<file path="src/rtl/s1kd_pkg.sv">
// Package: shared constants and decode functions for the set-1 key decoder.
package s1kd_pkg;

  // Field widths
  localparam int unsigned ScanW = 8;
  localparam int unsigned KeyW  = 7;
  localparam int unsigned ModW  = 6;
  localparam int unsigned LockW = 3;

  // Stream widths: tdata carries key_code, modifiers, lock_mask, led_update
  localparam int unsigned OutFieldW = KeyW + ModW + LockW + 1;
  localparam int unsigned OutDataW  = ((OutFieldW + 7) / 8) * 8;

  // Special scan codes
  localparam logic [ScanW-1:0] ExtPrefix = 8'hE0;
  localparam logic [KeyW-1:0]  PlainMax  = 7'd88;
  localparam logic [KeyW-1:0]  ExtBase   = 7'd89;
  localparam logic [KeyW-1:0]  KeyMax    = 7'd103;
  localparam logic [KeyW-1:0]  KeyNone   = 7'd0;

  // Modifier and lock keys (standard set 1)
  localparam logic [KeyW-1:0] KeyLShift = 7'h2A;
  localparam logic [KeyW-1:0] KeyRShift = 7'h36;
  localparam logic [KeyW-1:0] KeyLCtrl  = 7'h1D;
  localparam logic [KeyW-1:0] KeyLAlt   = 7'h38;
  localparam logic [KeyW-1:0] KeyCaps   = 7'h3A;
  localparam logic [KeyW-1:0] KeyNum    = 7'h45;
  localparam logic [KeyW-1:0] KeyScroll = 7'h46;
  localparam logic [KeyW-1:0] KeyRCtrl  = 7'd90;
  localparam logic [KeyW-1:0] KeyRAlt   = 7'd92;

  // Lock bits
  localparam logic [LockW-1:0] LockScroll = 3'b001;
  localparam logic [LockW-1:0] LockNum    = 3'b010;
  localparam logic [LockW-1:0] LockCaps   = 3'b100;

  // Map an extended code (after the prefix) to key codes 89..103, else none
  function automatic logic [KeyW-1:0] map_extended(input logic [KeyW-1:0] code);
    logic [KeyW-1:0] idx;
    logic            hit;
    idx = '0;
    hit = 1'b1;
    case (code)
      7'h1C:   idx = 7'd0;
      7'h1D:   idx = 7'd1;
      7'h35:   idx = 7'd2;
      7'h38:   idx = 7'd3;
      7'h47:   idx = 7'd4;
      7'h48:   idx = 7'd5;
      7'h50:   idx = 7'd6;
      7'h4D:   idx = 7'd7;
      7'h4B:   idx = 7'd8;
      7'h49:   idx = 7'd9;
      7'h51:   idx = 7'd10;
      7'h52:   idx = 7'd11;
      7'h53:   idx = 7'd12;
      7'h4F:   idx = 7'd13;
      7'h5D:   idx = 7'd14;
      default: hit = 1'b0;
    endcase
    return hit ? (ExtBase + idx) : KeyNone;
  endfunction

  // Modifier flag bit of a key code
  function automatic logic [ModW-1:0] modifier_bit(input logic [KeyW-1:0] key);
    logic [ModW-1:0] mbit;
    case (key)
      KeyLShift: mbit = 6'b000001;
      KeyRShift: mbit = 6'b000010;
      KeyLCtrl:  mbit = 6'b000100;
      KeyRCtrl:  mbit = 6'b001000;
      KeyLAlt:   mbit = 6'b010000;
      KeyRAlt:   mbit = 6'b100000;
      default:   mbit = '0;
    endcase
    return mbit;
  endfunction

  // Lock flag bit of a key code
  function automatic logic [LockW-1:0] lock_bit(input logic [KeyW-1:0] key);
    logic [LockW-1:0] lbit;
    case (key)
      KeyScroll: lbit = LockScroll;
      KeyNum:    lbit = LockNum;
      KeyCaps:   lbit = LockCaps;
      default:   lbit = '0;
    endcase
    return lbit;
  endfunction

endpackage

</file>
<file path="src/rtl/scancode_set1_key_decoder.sv">
// Set-1 scan code decoder: byte register, one-pass decode, result register.
// Path: a taken byte is held in the input register, then decoded into the result register.
// Throughput: one byte per cycle; the input register and the result register
// form a two-deep pipeline that stalls only while the result is not taken.
// Reset: clears the extended flag, all modifier and lock flags and both valids.
module scancode_set1_key_decoder (
  input  logic                           clk_i,
  input  logic                           rst_ni,
  input  logic                           s_axis_tvalid_i,
  output logic                           s_axis_tready_o,
  input  logic [s1kd_pkg::ScanW-1:0]     s_axis_tdata_i,  // [7:0] scan_code
  output logic                           m_axis_tvalid_o,
  input  logic                           m_axis_tready_i,
  // [6:0] key_code, [12:7] modifiers, [15:13] lock_mask, [16] led_update,
  // [23:17] zero
  output logic [s1kd_pkg::OutDataW-1:0]  m_axis_tdata_o,
  output logic                           m_axis_tuser_o   // [0] released
);

  // Input stage
  logic                          in_vld_q;
  logic [s1kd_pkg::ScanW-1:0]    in_byte_q;
  // Decoder state
  logic                          ext_q, ext_d;
  logic [s1kd_pkg::ModW-1:0]     mod_q, mod_d;
  logic [s1kd_pkg::LockW-1:0]    lock_q, lock_d;
  // Result stage
  logic                          out_vld_q;
  logic [s1kd_pkg::KeyW-1:0]     key_q, key_d;
  logic                          rel_q, rel_d;
  logic                          led_q, led_d;

  logic                          advance;
  logic                          in_take;
  logic [s1kd_pkg::KeyW-1:0]     code;
  logic [s1kd_pkg::ModW-1:0]     mbit;
  logic [s1kd_pkg::LockW-1:0]    lbit;

  // Move the held byte into the result stage when that stage is free
  assign advance         = in_vld_q && (!out_vld_q || m_axis_tready_i);
  assign s_axis_tready_o = !in_vld_q || advance;
  assign in_take         = s_axis_tvalid_i && s_axis_tready_o;

  // Decode one byte against the current state
  always_comb begin
    code   = in_byte_q[s1kd_pkg::KeyW-1:0];
    ext_d  = ext_q;
    mod_d  = mod_q;
    lock_d = lock_q;
    key_d  = s1kd_pkg::KeyNone;
    rel_d  = 1'b0;
    led_d  = 1'b0;
    mbit   = '0;
    lbit   = '0;
    if (in_byte_q == s1kd_pkg::ExtPrefix) begin
      ext_d = 1'b1;
    end else begin
      rel_d = in_byte_q[s1kd_pkg::ScanW-1];
      if (ext_q) begin
        key_d = s1kd_pkg::map_extended(code);
      end else if (code <= s1kd_pkg::PlainMax) begin
        key_d = code;
      end
      ext_d = 1'b0;
      mbit  = s1kd_pkg::modifier_bit(key_d);
      lbit  = s1kd_pkg::lock_bit(key_d);
      if (rel_d) begin
        mod_d = mod_q & ~mbit;
      end else if (key_d != s1kd_pkg::KeyNone) begin
        mod_d = mod_q | mbit;
        if (lbit != '0) begin
          lock_d = lock_q ^ lbit;
          led_d  = 1'b1;
        end
      end
    end
  end

  // Control and state registers
  always_ff @(posedge clk_i or negedge rst_ni) begin
    if (!rst_ni) begin
      in_vld_q  <= 1'b0;
      out_vld_q <= 1'b0;
      ext_q     <= 1'b0;
      mod_q     <= '0;
      lock_q    <= '0;
    end else begin
      if (in_take) begin
        in_vld_q <= 1'b1;
      end else if (advance) begin
        in_vld_q <= 1'b0;
      end
      if (advance) begin
        out_vld_q <= 1'b1;
        ext_q     <= ext_d;
        mod_q     <= mod_d;
        lock_q    <= lock_d;
      end else if (m_axis_tready_i) begin
        out_vld_q <= 1'b0;
      end
    end
  end

  // Payload registers
  always_ff @(posedge clk_i) begin
    if (in_take) begin
      in_byte_q <= s_axis_tdata_i;
    end
    if (advance) begin
      key_q <= key_d;
      rel_q <= rel_d;
      led_q <= led_d;
    end
  end

  // Drive the result channel; flags shown are those held after the byte
  assign m_axis_tvalid_o = out_vld_q;
  assign m_axis_tuser_o  = rel_q;
  assign m_axis_tdata_o  = {{(s1kd_pkg::OutDataW - s1kd_pkg::OutFieldW){1'b0}},
                            led_q, lock_q, mod_q, key_q};

  // A lock toggle comes only from the make of a lock key
  a_led_make: assert property (@(posedge clk_i) disable iff (!rst_ni)
    out_vld_q && led_q |-> !rel_q && (s1kd_pkg::lock_bit(key_q) != '0))
    else $error("LED update without a lock key make");

  // Key codes stay in the decoded range
  a_key_range: assert property (@(posedge clk_i) disable iff (!rst_ni)
    out_vld_q |-> key_q <= s1kd_pkg::KeyMax)
    else $error("key code out of range");

  // A modifier break leaves its flag clear
  a_mod_break: assert property (@(posedge clk_i) disable iff (!rst_ni)
    out_vld_q && rel_q |-> (mod_q & s1kd_pkg::modifier_bit(key_q)) == '0)
    else $error("modifier still held after its break");

  // A modifier make leaves its flag set
  a_mod_make: assert property (@(posedge clk_i) disable iff (!rst_ni)
    out_vld_q && !rel_q |->
      (mod_q & s1kd_pkg::modifier_bit(key_q)) == s1kd_pkg::modifier_bit(key_q))
    else $error("modifier not held after its make");

  // Lock state changes only on a transfer that raises an LED update
  a_lock_change: assert property (@(posedge clk_i) disable iff (!rst_ni)
    lock_q != $past(lock_q) |-> out_vld_q && led_q)
    else $error("lock flags changed without an LED update");

endmodule
</file>
<file path="config.mk">
export PLATFORM = sky130hd
export DESIGN_NAME = scancode_set1_key_decoder
export DESIGN_NICKNAME = d
export VERILOG_FILES = /design/src/rtl/s1kd_pkg.sv /design/src/rtl/scancode_set1_key_decoder.sv
export SDC_FILE = /design/constraint.sdc
export NUM_CORES = 1
export LEC_CHECK = 0
export BUFFER_PORTS_ARGS = -buffer_cell sky130_fd_sc_hd__buf_2
export CAP_MARGIN = 20
export CORE_UTILIZATION = 32
export CTS_CLUSTER_DIAMETER = 30
export DETAILED_ROUTE_END_ITERATION = 12
export GPL_ROUTABILITY_DRIVEN = 0
export SYNTH_ARGS = -nofsm -noshare
export SYNTH_HDL_FRONTEND = slang
export SYNTH_SLANG_ARGS = --single-unit
export TNS_END_PERCENT = 50
</file>
<file path="constraint.sdc">
create_clock -name clk_i -period 3.4 [get_ports clk_i]
set_clock_uncertainty 0.1 [all_clocks]
set_input_delay 0.68 -clock clk_i [delete_from_list [all_inputs] [get_ports clk_i]]
set_output_delay 0.68 -clock clk_i [all_outputs]
set_load 0.03 [all_outputs]
</file>
==> flow_metrics.py <==
metrics = {
    "clocking": {
        "cts_buffer_depth": 2,
        "clk_pin_slew_worst_paths_ps": 70,
        "clk_latency_ps": 290,
        "cts_hold_buffers": 0,
        "clockRootBuffer": "clkbuf_8",
        "cts-htree-levels": 2,
        "cts_tree": "built",
        "numClockSinks": 29,
        "cts_buffers": 5,
    },
    "synthesis": {
        "synth_warnings": 0,
        "yosysSeqAreaShare_pct": 39.9,
        "synthDistinctLibCells": 64,
        "synth_area_mm2": 0.00203,
        "async_flop_share_pct": 41.4,
        "ys_ff_latch": 29,
        "synth_edf_count": 17,
        "ys_dominant_reg_cell": "edfxtp_1",
        "syn_area_per_cell_um2": 9.83,
        "synthesis.instances": 207,
    },
    "layout": {
        "antennaDiodeCount": 0,
        "num-fill-cells": 613,
        "nets": 256,
        "multi_input_area_mm2": 0.00108,
        "finish.utilization_pct": 39.5,
        "drive_gt1_share_pct": 29.1,
        "seq_area_um2": 811,
        "area_growth_pct": 16.9,
    },
    "floorplan": {
        "die-width_um": 81.7,
        "coreArea_mm2": 0.00603,
        "die-area_mm2": 0.00668,
        "ios": 39,
        "initial_core_util_pct": 33.8,
        "rows": 28,
        "die_h_um": 81.7,
    },
    "worst_setup_path": {
        "ff2ff_path_depth": 15,
        "crit_path_max_fanout": 9,
        "critPathLaunchType": "flip-flop",
        "slowest_stage": "edfxtp_1",
        "critPathArrivalTime_ps": 3280,
        "max_stage_delay_ps": 520,
        "rr_startpoint": "in_byte_q[6]",
        "required_ps": 3500,
        "setup.worst_path.end_class": "flip-flop",
        "crit_chain": "inv_1 -> nand2_1 -> nor2_1 -> nand2_1 -> o21ai_0 -> a31oi_1 -> o21bai_1 -> ha_1 -> o2111ai_1 -> o221ai_1 -> a21oi_1 -> a21o_1 -> o21ai_0 -> nor4b_2 -> mux2i_1",
        "rrSetupSlack_ps": 220,
        "cp-startpoint": "in_byte_q[6]",
        "crit_type": "flip-flop to flip-flop",
    },
    "min_path": {
        "hp-class": "input pin to asynchronous set/reset pin",
    },
    "detailed_routing": {
        "viasPerCell": 5.23,
        "drt_iter0_markers": 165,
        "ant_nets": 0,
        "drt-total-wl_um": 4540,
        "first_pass_iters": 4,
        "drc": 0,
        "wl_per_cell_um": 14.2,
        "vias": 1669,
    },
    "global_routing": {
        "first_global_vias": 1504,
        "grt.overflow.total": 0,
        "track_usage_pct": 14.4,
        "grt_pass1_wl_um": 7270,
        "grt_max_degree": 22,
        "antenna_found_initial": 0,
    },
    "run_status": {
        "status": "finished, final reports clean",
    },
    "timing": {
        "min_period_ps": 3180,
        "finalSetupViolations": 0,
        "postLayoutSetupSlackWorst_ps": 224,
        "tightest_slew_ps": 634,
        "slew_viol_final": 0,
        "setup_tns_ps": 0,
        "fin_crit_sh_pct": 93.4,
        "finalHoldViolations": 0,
        "slew_headroom_pct": 57.7,
        "max_freq_mhz": 315,
        "rsz0062_at_grt": "true",
    },
    "pwr": {
        "p_leak_nw": 0.979,
        "internal-power_mw": 0.613,
        "clkPwrFrac_pct": 31.0,
        "sequentialPowerShare_pct": 46.2,
        "power.total_mw": 0.912,
        "swShare_pct": 32.8,
        "p_switching_mw": 0.299,
        "peakVddDrop_uv": 204,
        "cellPowerDensity_mw_per_mm2": 383,
        "pwr-share-comb_pct": 22.8,
    },
    "placed_design": {
        "hpwl_um": 3360,
        "place_ws_ps": 195,
        "port_buffers": 31,
    },
    "job": {
        "max_cap_viol_count": 0,
    },
}
==> layout by cell type (no fill, tap or decap), types with 2 or more instances in the layout <==
master	count
nand4_1	3
nand3b_1	6
mux2i_1	5
nand4b_1	3
xor2_1	2
nand2_1	15
dfrtp_1	12
conb_1	7
or3b_1	2
nor2_1	14
nand4bb_1	3
edfxtp_1	17
clkinv_2	2
or4_1	3
o211ai_1	2
inv_1	12
o22ai_1	2
a31oi_1	3
nor4b_2	4
buf_4	14
clkbuf_8	5
o21ai_0	9
nand2b_1	5
nor2b_1	6
and2_1	2
xnor2_1	3
a2bb2oi_1	2
nand3_1	2
buf_2	31
nor3_1	3
a21oi_1	10
==> routing by layer <==
layer | track usage, % | wire (um) | vias up
li1 | - | - | 828
met1 | 20.0 | 2180 | 786
met2 | 21.9 | 2110 | 53
met3 | 2.78 | 233 | 2
met4 | 5.61 | 21 | 0
met5 | 0 | 0 | -
==> cells by family (layout without fill, tap and decap cells) <==
group / count (synthesis) / count (layout) / synth area share (%)
adders and majority gates: 1 / 1 / 0.615
buffers and inverters: 34 / 65 / 8.43
AOI/OAI and AO/OA: 51 / 51 / 20.9
and+or+nand+nor: 81 / 81 / 25.4
DFF: 29 / 29 / 39.9
xor gates and xnor gates: 5 / 5 / 2.15
other: 1 / 7 / 0.184
muxes: 5 / 5 / 2.46
==> final cells by class <==
class	instances	area share (%)
Clock inverter	3	0.737
Sequential cell	29	34.1
Inverter	12	1.89
Tap cell	75	3.95
Multi-Input combinational cell	150	45.5
Timing Repair Buffer	45	10.9
Clock buffer	5	2.89
==> power by group through the flow <==
stage                     registers (mW)  clock network [mW]  logic [mW]
after floorplan                    0.451                   0       0.130
final                              0.421               0.283       0.208
after CTS                          0.422               0.294       0.201
after detailed placement           0.429                   0       0.200
after global routing               0.424               0.305       0.227
after global placement             0.429                   0       0.200
==> Yosys cell counts (all sizes together), types with 2 or more instances <==
cell	n	area, um^2
nand3b	6	45.0
o21ai	12	75.1
xnor2	3	26.3
or3b	2	17.5
mux2i	5	50.1
edfxtp	17	510
dfrtp	12	300
o211ai	2	15.0
a2bb2oi	2	17.5
clkbuf	5	18.8
nor2b	6	37.5
o32ai	2	36.3
buf	17	108
nor4b	5	62.6
nand4bb	3	33.8
nand2	17	73.8
nor2	14	52.6
nand3	2	10.0
a21oi	11	58.8
a31oi	3	18.8
xor2	2	17.5
or4	3	22.5
nand2b	5	31.3
nand4b	3	26.3
and2	2	12.5
o22ai	3	25.0
nor3	3	15.0
inv	12	45.0
nand4	3	18.8
==> critical path, delay by kind of cell (launching register included) <==
kind	cells	cell delay (ps)
AOI/OAI and AO/OA	8	1200
adders and majority gates	1	250
buffers and inverters	1	160
DFF	1	520
muxes	1	220
and+or+nand+nor	4	650
==> stage by stage <==
stage / instance area, um^2 / cells / hold WS [ps]
finish: 2380 / 319 / 158
global route: 2380 / 319 / 175
CTS: 2330 / 313 / 162
detailed placement: 2240 / 305 / 365
global placement: 2240 / 305 / 364
floorplan: 2060 / 213 / 284
==> path summary, 6_finish.rpt <==
path	end
max in group asynchronous	m_axis_tvalid_o
hold reg to reg	lock_q[1]
hold / removal	in_vld_q
setup / recovery	flip-flop
min in group clk_i	lock_q[1]
setup reg to reg	flip-flop
==> what timing repair did <==
item	in CTS	in global routing
endpoints found under the setup margin	0	2
gates resized for setup	0	1
hold endpoints to repair	0	0
setup buffers	0	6
No activity file was read; power rests on OpenSTA's default activity.
